===== config.mk =====
export PLATFORM = sky130hd
export DESIGN_NAME = flood_relay_duplicate_filter
export DESIGN_NICKNAME = d
export VERILOG_FILES = /design/src/rtl/fdf_pkg.sv /design/src/rtl/fdf_id_store.sv /design/src/rtl/flood_relay_duplicate_filter.sv
export SDC_FILE = /design/constraint.sdc
export NUM_CORES = 1
export LEC_CHECK = 0
export BUFFER_PORTS_ARGS = -buffer_cell sky130_fd_sc_hd__buf_2
export CORE_MARGIN = 4
export CORE_UTILIZATION = 45
export DETAILED_ROUTE_END_ITERATION = 12
export RECOVER_POWER = 50
export SLEW_MARGIN = 20
export SYNTH_ARGS = -nofsm -noshare
export SYNTH_HDL_FRONTEND = slang
export SYNTH_SLANG_ARGS = --single-unit

===== constraint.sdc =====
create_clock -name clk -period 3.9 [get_ports clk]
set_input_delay 0.585 -clock clk [delete_from_list [all_inputs] [get_ports clk]]
set_output_delay 0.585 -clock clk [all_outputs]
set_load 0.03 [all_outputs]

===== src/rtl/fdf_pkg.sv =====
package fdf_pkg;

	// Number of recent message ids held for duplicate suppression.
	localparam int ID_STORE_DEPTH = 16;
	localparam int IDX_W = (ID_STORE_DEPTH > 1) ? $clog2(ID_STORE_DEPTH) : 1;
	localparam int CNT_W = $clog2(ID_STORE_DEPTH + 1);

	typedef logic [IDX_W-1:0] idx_t;
	typedef logic [CNT_W-1:0] cnt_t;
	typedef logic [31:0]      id_t;

	// Operation codes of an input item.
	localparam logic OP_RECEIVE   = 1'b0;
	localparam logic OP_ORIGINATE = 1'b1;

	// Configuration register indexes.
	localparam logic [7:0] CFG_PRICE_UPDATE_TYPE = 8'd0;
	localparam logic [7:0] CFG_MAX_TTL           = 8'd1;

	localparam logic [7:0] PRICE_UPDATE_TYPE_RESET = 8'd0;
	localparam logic [7:0] MAX_TTL_RESET           = 8'd3;
	localparam logic [7:0] PROMO_MASK              = 8'h01;

	// One access request to the id store: one read and one write port.
	typedef struct packed {
		logic rd_en;
		idx_t rd_addr;
		logic wr_en;
		idx_t wr_addr;
		id_t  wr_data;
	} store_req_t;

endpackage


===== src/rtl/fdf_id_store.sv =====
module fdf_id_store import fdf_pkg::*; (
	input  logic       clk,
	input  store_req_t req,
	output id_t        rd_data
);

	// Entries hold no reset value; only slots below the fill count are read.
	id_t mem [ID_STORE_DEPTH];

	always_ff @(posedge clk) begin
		if (req.wr_en) begin
			mem[req.wr_addr] <= req.wr_data;
		end
		if (req.rd_en) begin
			rd_data <= mem[req.rd_addr];
		end
	end

endmodule


===== src/rtl/flood_relay_duplicate_filter.sv =====
// Duplicate filter and relay decision for a flooding mesh node.
// Input channel (in_valid/in_ready): one transfer carries a received packet
// (operation receive) or a locally originated message (operation originate).
// Output channel (out_valid/out_ready): exactly one result transfer per input
// item, in order, telling whether the id was a duplicate, whether a price
// update is handed to the application, and whether and with what TTL to relay.
// Configuration channel (cfg_valid/cfg_ready): always ready; index 0 sets the
// price update type code, index 1 the TTL of originated messages. Other
// indexes are ignored. Write configuration only while the block is idle.
// Throughput: one item at a time. A receive item scans the stored ids one per
// cycle through the single read port of the id store; the scan ends early when
// a duplicate is found. An originate item, or a receive item with an empty
// store, skips the scan. The next item is taken once the finish state has
// handed its result to the output register. A new id is written back before
// the finish state; a duplicate is not written back.
// Reset clears the store's fill count and write head, so all ids are
// forgotten at once, and restores the configuration defaults.
// When the receiver stalls, the result waits in the output register and the
// next input item is still taken; its result waits until the register frees.
module flood_relay_duplicate_filter import fdf_pkg::*; (
	input  logic        clk,
	input  logic        arst_n,
	// Configuration write channel.
	input  logic        cfg_valid,
	output logic        cfg_ready,
	input  logic [7:0]  cfg_index,
	input  logic [7:0]  cfg_data,
	// Input item channel.
	input  logic        in_valid,
	output logic        in_ready,
	input  logic        operation,
	input  logic [31:0] msg_id,
	input  logic [7:0]  hop_ttl,
	input  logic [7:0]  msg_type,
	input  logic [7:0]  flag_bits,
	input  logic [15:0] product_id,
	input  logic [31:0] price_cents,
	// Result channel.
	output logic        out_valid,
	input  logic        out_ready,
	output logic        duplicate,
	output logic        deliver_price,
	output logic [15:0] out_product_id,
	output logic [31:0] out_price_cents,
	output logic        promo,
	output logic        relay,
	output logic [7:0]  relay_ttl
);

	localparam logic [1:0] ST_IDLE   = 2'd0;
	localparam logic [1:0] ST_SCAN   = 2'd1;
	localparam logic [1:0] ST_WRITE  = 2'd2;
	localparam logic [1:0] ST_FINISH = 2'd3;

	localparam idx_t LAST_IDX   = idx_t'(ID_STORE_DEPTH - 1);
	localparam cnt_t FULL_COUNT = cnt_t'(ID_STORE_DEPTH);

	logic [1:0] state_q;

	// Configuration registers.
	logic [7:0] price_type_q;
	logic [7:0] max_ttl_q;

	// Ring bookkeeping for the id store.
	idx_t head_q;
	cnt_t fill_q;

	// The item being worked on.
	logic        op_q;
	id_t         id_q;
	logic [7:0]  ttl_q;
	logic [7:0]  type_q;
	logic [7:0]  flags_q;
	logic [15:0] prod_q;
	logic [31:0] price_q;
	logic        hit_q;

	// Scan address counter and the read stage that follows it.
	cnt_t scan_q;
	logic valid_s1;
	logic last_s1;

	logic       out_valid_q;
	store_req_t req;
	id_t        rd_data;
	logic       issue;
	logic       out_free;

	fdf_id_store u_store (
		.clk     (clk),
		.req     (req),
		.rd_data (rd_data)
	);

	assign cfg_ready = 1'b1;
	assign in_ready  = (state_q == ST_IDLE);
	assign out_valid = out_valid_q;
	assign out_free  = !out_valid_q || out_ready;

	// A read goes out each scan cycle until every filled slot has been asked for.
	assign issue = (state_q == ST_SCAN) && (scan_q < fill_q);

	always_comb begin
		req.rd_en   = issue;
		req.rd_addr = scan_q[IDX_W-1:0];
		req.wr_en   = (state_q == ST_WRITE);
		req.wr_addr = head_q;
		req.wr_data = id_q;
	end

	always_ff @(posedge clk or negedge arst_n) begin
		if (!arst_n) begin
			price_type_q <= PRICE_UPDATE_TYPE_RESET;
			max_ttl_q    <= MAX_TTL_RESET;
		end else if (cfg_valid) begin
			unique case (cfg_index)
				CFG_PRICE_UPDATE_TYPE: price_type_q <= cfg_data;
				CFG_MAX_TTL:           max_ttl_q    <= cfg_data;
				default: ;
			endcase
		end
	end

	// Item payload is captured on the input transfer.
	always_ff @(posedge clk) begin
		if (in_valid && in_ready) begin
			op_q    <= operation;
			id_q    <= msg_id;
			ttl_q   <= hop_ttl;
			type_q  <= msg_type;
			flags_q <= flag_bits;
			prod_q  <= product_id;
			price_q <= price_cents;
		end
	end

	always_ff @(posedge clk or negedge arst_n) begin
		if (!arst_n) begin
			state_q  <= ST_IDLE;
			head_q   <= '0;
			fill_q   <= '0;
			scan_q   <= '0;
			hit_q    <= 1'b0;
			valid_s1 <= 1'b0;
			last_s1  <= 1'b0;
		end else begin
			valid_s1 <= issue;
			last_s1  <= (cnt_t'(scan_q + 1'b1) == fill_q);
			if (issue) begin
				scan_q <= cnt_t'(scan_q + 1'b1);
			end
			unique case (state_q)
				ST_IDLE: begin
					if (in_valid) begin
						scan_q <= '0;
						hit_q  <= 1'b0;
						// Originated ids are recorded without a lookup.
						if (operation == OP_ORIGINATE || fill_q == '0) begin
							state_q <= ST_WRITE;
						end else begin
							state_q <= ST_SCAN;
						end
					end
				end
				ST_SCAN: begin
					// The registered read data is compared in the cycle after its address.
					if (valid_s1 && rd_data == id_q) begin
						hit_q   <= 1'b1;
						state_q <= ST_FINISH;
					end else if (valid_s1 && last_s1) begin
						state_q <= ST_WRITE;
					end
				end
				ST_WRITE: begin
					head_q <= (head_q == LAST_IDX) ? '0 : idx_t'(head_q + 1'b1);
					if (fill_q != FULL_COUNT) begin
						fill_q <= cnt_t'(fill_q + 1'b1);
					end
					state_q <= ST_FINISH;
				end
				ST_FINISH: begin
					if (out_free) begin
						state_q <= ST_IDLE;
					end
				end
				default: state_q <= ST_IDLE;
			endcase
		end
	end

	always_ff @(posedge clk or negedge arst_n) begin
		if (!arst_n) begin
			out_valid_q <= 1'b0;
		end else if (state_q == ST_FINISH && out_free) begin
			out_valid_q <= 1'b1;
		end else if (out_ready) begin
			out_valid_q <= 1'b0;
		end
	end

	// Result fields; every field not set by its case reads as zero.
	always_ff @(posedge clk) begin
		if (state_q == ST_FINISH && out_free) begin
			duplicate       <= 1'b0;
			deliver_price   <= 1'b0;
			out_product_id  <= '0;
			out_price_cents <= '0;
			promo           <= 1'b0;
			relay           <= 1'b0;
			relay_ttl       <= '0;
			priority if (op_q == OP_ORIGINATE) begin
				relay     <= 1'b1;
				relay_ttl <= max_ttl_q;
			end else if (hit_q) begin
				duplicate <= 1'b1;
			end else begin
				if (type_q == price_type_q) begin
					deliver_price   <= 1'b1;
					out_product_id  <= prod_q;
					out_price_cents <= price_q;
					promo           <= |(flags_q & PROMO_MASK);
				end
				if (ttl_q != '0) begin
					relay     <= 1'b1;
					relay_ttl <= ttl_q - 8'd1;
				end
			end
		end
	end

endmodule


==> results of run 1 <==
layer usage:
metal | global-route usage [%] | wire [um]
met4 | 4.53 | 1190
met3 | 3.65 | 3610
met2 | 29.9 | 29700
met1 | 24.6 | 26200
met5 | 0 | 15
cell usage in the layout, fill, tap and decap left out, drive strengths merged, types with 2 or more instances in the layout:
master and count:
o21a 3, o31ai 2, clkinv 27, dfrtp 34, mux2 39, inv 24
a31oi 2, or4 2, nand2b 9, nand2 78, edfxtp 702, ha 18
nor3 7, buf 149, nor4 8, mux2i 108, bufinv 7, clkbuf 172
o21ai 73, nor2 23, mux4 64, nor2b 6, nand3 8, dfstp 2
and2 51, nand4 10, a22oi 32, clkinvlp 3, a221oi 32, xnor2 42
a21oi 40, xor2 11
worst paths after layout:
path                                             to  slack (ps)
min in group asynchronous           price_type_q[5]         560
max in group asynchronous                 scan_q[1]        1890
worst min register to register  out_price_cents[26]         510
worst max register to register  out_price_cents[22]         750
worst min-delay path                        id_q[5]         140
worst max-delay path            out_price_cents[22]         750
synth_stat cells, types with 19 or more instances:
cell	count
xnor2_1	42
mux2_2	39
dfrtp_1	34
a221oi_1	32
inv_1	19
clkbuf_1	34
nor2_1	22
o21ai_0	73
nand2_1	78
a22oi_1	32
mux2i_1	108
mux4_2	64
and2_1	51
a21oi_1	40
edfxtp_1	702
layout make-up:
cell class                      count  area (um^2)  area share, %
Clock buffer                       93         2030           6.19
Clock inverter                     42          399           1.22
Inverter                           19         73.8          0.225
Multi-Input combinational cell    678         6020           18.4
Sequential cell                   738        22000           67.0
Tap cell                          837         1050           3.19
Timing Repair Buffer              228         1240           3.77
sequential cells by signal, summed over array words and instances (netlist names), 2 cells and up:
register         cells
fill_q               5
head_q               4
id_q                32
max_ttl_q            8
out_price_cents     32
out_product_id      16
price_q             32
price_type_q         8
prod_q              16
relay_ttl            8
scan_q               5
state_q              2
ttl_q                8
type_q               8
u_store.mem        512
u_store.rd_data     32
cell families (layout without fill, tap and decap cells):
| group | Yosys count | after routing | synth area share [%] |
|---|---|---|---|
| flip-flops | 738 | 738 | 77.8 |
| multiplexers | 211 | 211 | 10.5 |
| AND/OR/NAND/NOR | 203 | 203 | 3.61 |
| AO/OA/AOI/OAI | 192 | 192 | 4.30 |
| buffers and inverters | 83 | 382 | 1.36 |
| XOR/XNOR | 53 | 53 | 1.64 |
| adder cells (fa/ha/maj) | 18 | 18 | 0.797 |
| other | 1 | 1 | 0.0133 |
power breakdown:
group | switching (mW) | internal (mW) | total, mW
Clock | 2.91 | 4.17 | 7.08
Combinational | 0.0341 | 0.0490 | 0.0832
Sequential | 0.00470 | 8.57 | 8.58
==> run_results.csv, run 1 <==
group,metric,value,unit
timing,setup_slack,753,ps
global_routing,grt_max_degree,82,
worst_setup_path,cp.depth,3,
finish,fin_nets,1886,
timing,report.final.slew_viol_count,69,
worst_setup_path,required,4100,ps
timing,worst_clock_skew,16.6,ps
global_routing,grt_usage,18.0,%
yosys,syn_inst,1499,
finish,instances_no_fill,2635,
run_status,failed_checks,"capacitance limit, slew limit",
routing,wl,60800,um
worst_setup_path,reg2reg_from,"state_q[0]",
finish,stdcell_area,32800,um^2
yosys,synth_area_leaders,"edfxtp_1, mux4_2, mux2i_1",
pwr,p_total,15.7,mW
floorplan,die_area,66900,um^2
worst_setup_path,worstPathCellList,"ha_1 -> and2_0 -> clkbuf_1",
floorplan,rows,91,
finish,drive_gt1_share,21.4,%
worst_hold_path,min_path_cells,1,
pwr,power.static_leakage,11.8,nW
timing,finalHoldViolCount,0,
yosys,async_flop_share,4.88,%
worst_setup_path,criticalPathCategory,"reg2reg",
yosys,yosys_warnings,0,
clocking,clkSinkCount,738,
worst_setup_path,slowest_stage,"clkbuf_1",
timing,fmaxAchievable,0.318,GHz
run_status,status,"complete, but fails checks",
finish,final_util,53.0,%
floorplan,die_h,259,um
yosys,syn_area,28300,um^2
timing,min_period_over_period,80.7,%
global_routing,grt_pass1_vias,14658,
routing,dr.first_iter.drc_count,1144,
clocking,cts_max_path_buffers,3,
run,cap_viol_max_count,2,
worst_setup_path,worstPathArrival,3340,ps
worst_setup_path,critical-path-top-delay-family,"buffers and inverters",
clocking,h-tree-depth,3,
worst_setup_path,critical_path_peak_fanout,31,
worst_setup_path,startpoint,"state_q[0]",
clocking,cts_tree,"done",
placed_design,post_dp_cell_area,30500,um^2
routing,vias_per_cell,5.41,
routing,antenna_left,0,
clocking,cts_resized,0,
yosys,syn_avg_cell_area,18.9,um^2
placed_design,portBuffers,180,
global_routing,overflow,0,
clocking,cts-root-buf,"clkbuf_16",
placed_design,place_inst,2500,
timing,relSlewSlack,-35.9,%
placed_design,pre_cts_ws,1010,ps
finish,syn2layout_area_growth,16.1,%
worst_setup_path,r2r_cells,3,
floorplan,die_w,259,um
global_routing,grt_pass1_wl,90700,um
timing,rsz0062_at_grt,"no",
pwr,power_density,480,nW/um^2
yosys,synth_edf_count,702,
floorplan,ios,189,
placed_design,gp_congestion,0.757,
floorplan,start_util,45.6,%
routing,via_count,14264,
worst_setup_path,end_kind,"flop",
clocking,clk_pin_slew,60,ps
placed_design,hpwl,34900,um
floorplan,core_area,61900,um^2
worst_hold_path,min_from,"msg_id[5]",
yosys,synth_flop_cell,"edfxtp_1",
routing,firstDrtPassIters,5,
timing,hold_slack,145,ps
worst_hold_path,hp-class,"in2reg",
timing,fin_setup_tns,0,ps
yosys,seq_area_frac_synth,77.8,%
timing,fin_crit,3150,ps
clocking,cts_made_buffers,77,
clocking,clock_latency,610,ps
yosys,synth_top_area_share,74.6,%
yosys,synthDistinctLibCells,45,
timing,final-setup-viol-count,0,
finish,fill_cells,5003,
clocking,ctsHoldBuffers,0,
global_routing,antenna_found_initial,1,
pwr,peakVddDrop,0.000293,V
routing,post_drt_wl_per_cell,23.1,um
timing,tightest_slew,2040,ps
finish,antennaDiodeCount,0,
worst_setup_path,critPathBufInv,1,
routing,drc_errors,0,
clocking,postCtsSetupRepairBufs,0,
worst_setup_path,crit_path_start_kind,"flop",
yosys,yosys_register_bits,738,
worst_setup_path,slowest_delay,1250,ps
yosys,synthesis.nets,1643,
yosys,synth_largest_area_cell,"edfxtp_1",
No activity file was read; power rests on OpenSTA's default activity.
==> run 2: changes to the inputs <==
ABC_AREA = 1   (was not set)
clock period = 2.8 ns   (was 3.9 ns; I/O delays follow)
==> run 2 against run 1 <==
Compared with the run above: the run still ends with capacitance limit, slew limit left; clock skew up 8.3 ps; critical endpoint is now promo; via count up 25%; sequential share of layout area decreased by 3.3 points; clock power grew 50%; final cell count rose by 27%; global-route usage up 3.3 points; setup slack got worse by 310 ps; largest power group unchanged.
==> run_results.csv, run 2 <==
group,metric,value,unit
run_status,status,"complete, but fails checks",
run_status,failed_checks,"capacitance limit, slew limit",
clocking,ctsHoldBuffers,96,
global_routing,grt_usage,21.2,%
clocking,cts_made_buffers,77,
placed_design,post_dp_cell_area,31000,um^2
yosys,synth_flop_cell,"edfxtp_1",
pwr,power.static_leakage,12.4,nW
finish,stdcell_area,34500,um^2
worst_setup_path,criticalPathCategory,"reg2reg",
yosys,async_flop_share,4.88,%
worst_setup_path,worstPathCellList,"ha_1 -> inv_1 -> a21oi_4 -> clkbuf_2",
global_routing,overflow,0,
timing,report.final.slew_viol_count,61,
yosys,syn_inst,2107,
run,cap_viol_max_count,1,
timing,worst_clock_skew,24.9,ps
global_routing,grt_pass1_wl,108000,um
yosys,synthDistinctLibCells,36,
yosys,yosys_register_bits,738,
floorplan,start_util,45.4,%
worst_hold_path,min_path_cells,1,
worst_hold_path,min_from,"msg_id[28]",
clocking,h-tree-depth,3,
worst_setup_path,end_kind,"flop",
placed_design,hpwl,39200,um
worst_setup_path,r2r_slack,450,ps
timing,fin_crit,2350,ps
worst_setup_path,r2r-end,"promo",
timing,hold_slack,77.2,ps
clocking,clock_latency,630,ps
finish,drive_gt1_share,14.1,%
clocking,postCtsSetupRepairBufs,0,
floorplan,core_area,63000,um^2
routing,dr.first_iter.drc_count,1626,
timing,relSlewSlack,-5.76,%
routing,drc_errors,0,
timing,min_period_over_period,84.1,%
worst_setup_path,slowest_delay,1130,ps
pwr,power_density,962,nW/um^2
placed_design,gp_congestion,0.806,
worst_setup_path,worstPathArrival,2570,ps
routing,via_count,17822,
clocking,clk_pin_slew,60,ps
timing,fmaxAchievable,0.425,GHz
worst_setup_path,critical_path_peak_fanout,60,
yosys,synth_largest_area_cell,"edfxtp_1",
pwr,peakVddDrop,0.000854,V
finish,largest_register_ffs,512,
floorplan,die_h,260,um
yosys,seq_area_frac_synth,76.9,%
worst_setup_path,critical-path-top-delay-family,"buffers and inverters",
worst_setup_path,crit_path_start_kind,"flop",
worst_setup_path,reg2reg_from,"state_q[0]",
clocking,cts-root-buf,"clkbuf_16",
worst_hold_path,min_to,"id_q[28]",
timing,final-setup-viol-count,0,
routing,firstDrtPassIters,6,
global_routing,grt_pass1_vias,17792,
timing,rsz0062_at_grt,"no",
yosys,yosys_warnings,0,
worst_setup_path,required,3020,ps
floorplan,rows,92,
finish,fin_nets,2572,
clocking,clkSinkCount,738,
yosys,synth_top_area_share,73.7,%
yosys,synthTopCellsByCount,"edfxtp_1, nand2_1, nor2_1, o21ai_0, inv_1",
finish,mostFrequentLayoutCells,"edfxtp_1, nand2_1, nor2_1, o21ai_0, buf_2",
global_routing,antenna_found_initial,1,
floorplan,die_area,67700,um^2
worst_setup_path,r2r_cells,4,
finish,syn2layout_area_growth,20.7,%
floorplan,die_w,260,um
timing,tightest_slew,1590,ps
yosys,syn_avg_cell_area,13.6,um^2
clocking,cts_resized,0,
yosys,synth_edf_count,702,
timing,finalHoldViolCount,0,
routing,vias_per_cell,5.34,
worst_setup_path,slowest_stage,"clkbuf_2",
clocking,cts_max_path_buffers,3,
yosys,synthMostInstantiatedCell,"edfxtp_1",
routing,antenna_left,0,
global_routing,grt_max_degree,178,
finish,top_register,"u_store.mem",
yosys,syn_area,28600,um^2
floorplan,ios,189,
finish,layout_commonest_cell,"edfxtp_1",
placed_design,portBuffers,180,
routing,wl,72200,um
routing,post_drt_wl_per_cell,21.7,um
yosys,synthesis.nets,2251,
worst_setup_path,critPathBufInv,2,
yosys,synth_area_leaders,"edfxtp_1, nand2_1, o21ai_0",
worst_hold_path,hp-class,"in2reg",
clocking,cts_tree,"done",
run 2: logic make-up (layout without fill, tap and decap cells):
logic type               after synthesis  count (layout)  share of synthesized area, %
AND/OR/NAND/NOR                      677             677                          9.84
buffers and inverters                250             632                          3.67
adder cells (fa/ha/maj)               18              18                         0.787
AO/OA/AOI/OAI                        396             396                          8.00
flip-flops                           738             738                          76.9
XOR/XNOR                              27              27                         0.827
other                                  1               2                        0.0131
run 2: cell type report:
| type | instances | area [um^2] |
|---|---|---|
| diodes | 1 | 2.50 |
| repair buffers | 347 | 2560 |
| inverters | 145 | 553 |
| clock buffers | 95 | 2030 |
| flip-flops and latches | 738 | 22000 |
| well taps | 846 | 1060 |
| clock inverters | 45 | 618 |
| fillers | 5088 | 28400 |
| multi-input cells | 1119 | 5700 |
run 2: stage by stage:
stage	utilization [%]	power, mW	worst slack (ps)	TNS (ps)	instances
final	54.8	33.2	446	0	3336
after global routing	54.8	34.8	290	0	3335
after global placement	49.3	22.6	656	0	3099
after detailed placement	49.3	22.8	603	0	3099
after floorplan	-	19.8	-31.5	-13170	2107
after CTS	55.0	33.5	589	0	3335
run 2: worst max path at each step:
stage	slack [ps]	startpoint	endpoint	cells after the start
after floorplan	-30	state_q[0]	u_store.mem[8][0]	5
after global placement	660	fill_q[2]	u_store.rd_data[20]	7
after detailed placement	600	fill_q[2]	u_store.rd_data[27]	7
after CTS	590	fill_q[2]	u_store.rd_data[28]	7
after global routing	290	state_q[1]	promo	4
final	450	state_q[0]	promo	4
run 2: layer usage:
metal	wire length [um]	vias to the layer above	GRT usage, %
li1	-	8266	-
met1	30400	8901	28.4
met4	2240	0	7.20
met5	0	-	0
met2	35800	511	35.5
met3	3840	144	3.66
run 2: power by group:
| group | internal (mW) | leakage (nW) | switching [mW] | total (mW) |
|---|---|---|---|---|
| clock network | 6.40 | 1.28 | 4.20 | 10.6 |
| logic | 2.19 | 4.31 | 5.60 | 7.79 |
| registers | 14.1 | 6.85 | 0.688 | 14.8 |
run 2: worst reg2reg max path, stage by stage (launching register included):
cell	delay [ps]
dfrtp_1	400
ha_1	160
inv_1	70
a21oi_4	100
clkbuf_2	1130
==> run 3: changes to the inputs <==
ABC_AREA = 0   (was 1)
clock period = 2.4 ns   (was 2.8 ns; I/O delays follow)
==> run 3 against run 2 <==
Compared with the run above: the run still ends with capacitance limit, slew limit left; die area decreased by 1.2%; hold slack got worse by 49 ps; wire length decreased by 9.8%.
==> run_results.csv, run 3 (synthesized netlist as in run 1, its figures left out) <==
group,metric,value,unit
run_status,status,"complete, but fails checks",
run_status,failed_checks,"capacitance limit, slew limit",
floorplan,start_util,45.6,%
routing,dr.first_iter.drc_count,1077,
clocking,clk_pin_slew,60,ps
timing,relSlewSlack,-15.4,%
finish,top_register,"u_store.mem",
pwr,p_total,26.3,mW
finish,drive_gt1_share,21.9,%
worst_setup_path,crit_path_start_kind,"flop",
pwr,power.static_leakage,12.6,nW
routing,drc_errors,0,
worst_setup_path,worstPathArrival,2820,ps
clocking,cts_made_buffers,78,
floorplan,die_w,259,um
finish,antennaDiodeCount,0,
routing,post_drt_wl_per_cell,23.3,um
global_routing,overflow,0,
clocking,clkSinkCount,738,
floorplan,die_area,66900,um^2
worst_setup_path,end_kind,"flop",
worst_hold_path,hp-class,"in2reg",
worst_setup_path,required,2930,ps
global_routing,antenna_found_initial,0,
floorplan,core_area,61900,um^2
clocking,h-tree-depth,3,
finish,layout_commonest_cell,"edfxtp_1",
pwr,power_density,759,nW/um^2
timing,tightest_slew,1730,ps
routing,via_count,14993,
pwr,p_clk_share,45.9,%
routing,vias_per_cell,5.36,
placed_design,post_dp_cell_area,31200,um^2
global_routing,grt_pass1_vias,15351,
pwr,p_switching,4.97,mW
timing,min_period_over_period,95.2,%
finish,final_util,55.9,%
timing,finalHoldViolCount,0,
clocking,cts_tree,"done",
placed_design,gp_congestion,0.774,
global_routing,grt_pass1_wl,96800,um
finish,mostFrequentLayoutCells,"edfxtp_1, buf_2, clkbuf_1, mux2i_1, dlygate4sd3_1",
run,cap_viol_max_count,1,
floorplan,rows,91,
clocking,cts-root-buf,"clkbuf_16",
finish,fin_nets,2043,
routing,wl,65200,um
floorplan,die_h,259,um
timing,final-setup-viol-count,0,
worst_setup_path,criticalPathCategory,"reg2reg",
finish,fill_cells,4851,
timing,setup_slack,115,ps
routing,antenna_left,0,
pwr,pwr-share-seq,53.0,%
clocking,clock_latency,620,ps
pwr,switching_share,18.9,%
timing,report.final.slew_viol_count,31,
routing,firstDrtPassIters,5,
pwr,intPower,21.3,mW
pwr,peakVddDrop,0.000534,V
finish,largest_register_ffs,512,
finish,syn2layout_area_growth,22.6,%
timing,worst_clock_skew,23.1,ps
finish,stdcell_area,34600,um^2
timing,fin_crit,2290,ps
placed_design,hpwl,36000,um
placed_design,portBuffers,180,
timing,fmaxAchievable,0.438,GHz
pwr,pwr-share-comb,1.1,%
placed_design,pre_cts_ws,43.2,ps
clocking,cts_max_path_buffers,3,
floorplan,ios,189,
global_routing,grt_max_degree,70,
global_routing,grt_usage,19.4,%
worst_setup_path,critical_path_peak_fanout,69,
-- run 3: path summary, 6_finish.rpt --
path | start | slack, ps | endpoint | cells past startpoint
min in group asynchronous | arst_n | 750 | head_q[1] | 2
setup reg to reg | scan_q[1] | 110 | scan_q[3] | 6
max in group asynchronous | arst_n | 410 | scan_q[0] | 2
hold / removal | cfg_data[1] | 30 | price_type_q[1] | 2
setup / recovery | scan_q[1] | 110 | scan_q[3] | 6
hold reg to reg | price_q[6] | 510 | out_price_cents[6] | 1
-- run 3: stage by stage --
stage               std cells  setup TNS [ps]  hold slack, ps
floorplan                1499         -203440            64.4
CTS                      2791               0            5.54
detailed placement       2546               0             452
global route             2795           -30.7            16.7
global placement         2546               0             442
finish                   2795               0            28.1
-- run 3: worst max-delay path, cell delays in order, from the launching register on --
cell	delay (ps)
dfrtp_4	420
buf_12	390
and2_2	280
buf_4	310
nand2_1	160
or4_1	420
a21oi_1	150
-- run 3: area by class of cell --
class	instances	area [um^2]	share of cell area [%]
sequential	738	22000	63.5
inverter	19	77.6	0.224
timing repair buffer	384	2890	8.34
multi-input combinational	678	6080	17.5
clock buffer	91	2010	5.81
clock inverter	48	541	1.56
tap	837	1050	3.02
-- run 3: layer usage --
metal / GRT usage, % / vias to the layer above / wire, um
met5: 0 / - / 0
met4: 6.10 / 0 / 1850
met3: 3.24 / 115 / 3610
met2: 31.7 / 463 / 31300
met1: 26.9 / 7664 / 28400
li1: - / 6751 / -
-- run 3: power by group through the flow --
stage          logic [mW]  registers [mW]  clock network (mW)
2_1_floorplan      0.0237            14.2                   0
3_3_place_gp        0.144            14.2                   0
3_5_place_dp        0.146            14.2                   0
4_1_cts             0.288            13.9                12.3
5_1_grt             0.307            13.9                12.9
6_report            0.280            13.9                12.1
-- run 3: what timing repair did --
action                                  in CTS  in global routing
hold buffers                               106                  0
buffers inserted                             0                  4
endpoints found under the setup margin       0                  2
resized for setup                            0                  3
endpoints found under the hold margin      139                  0
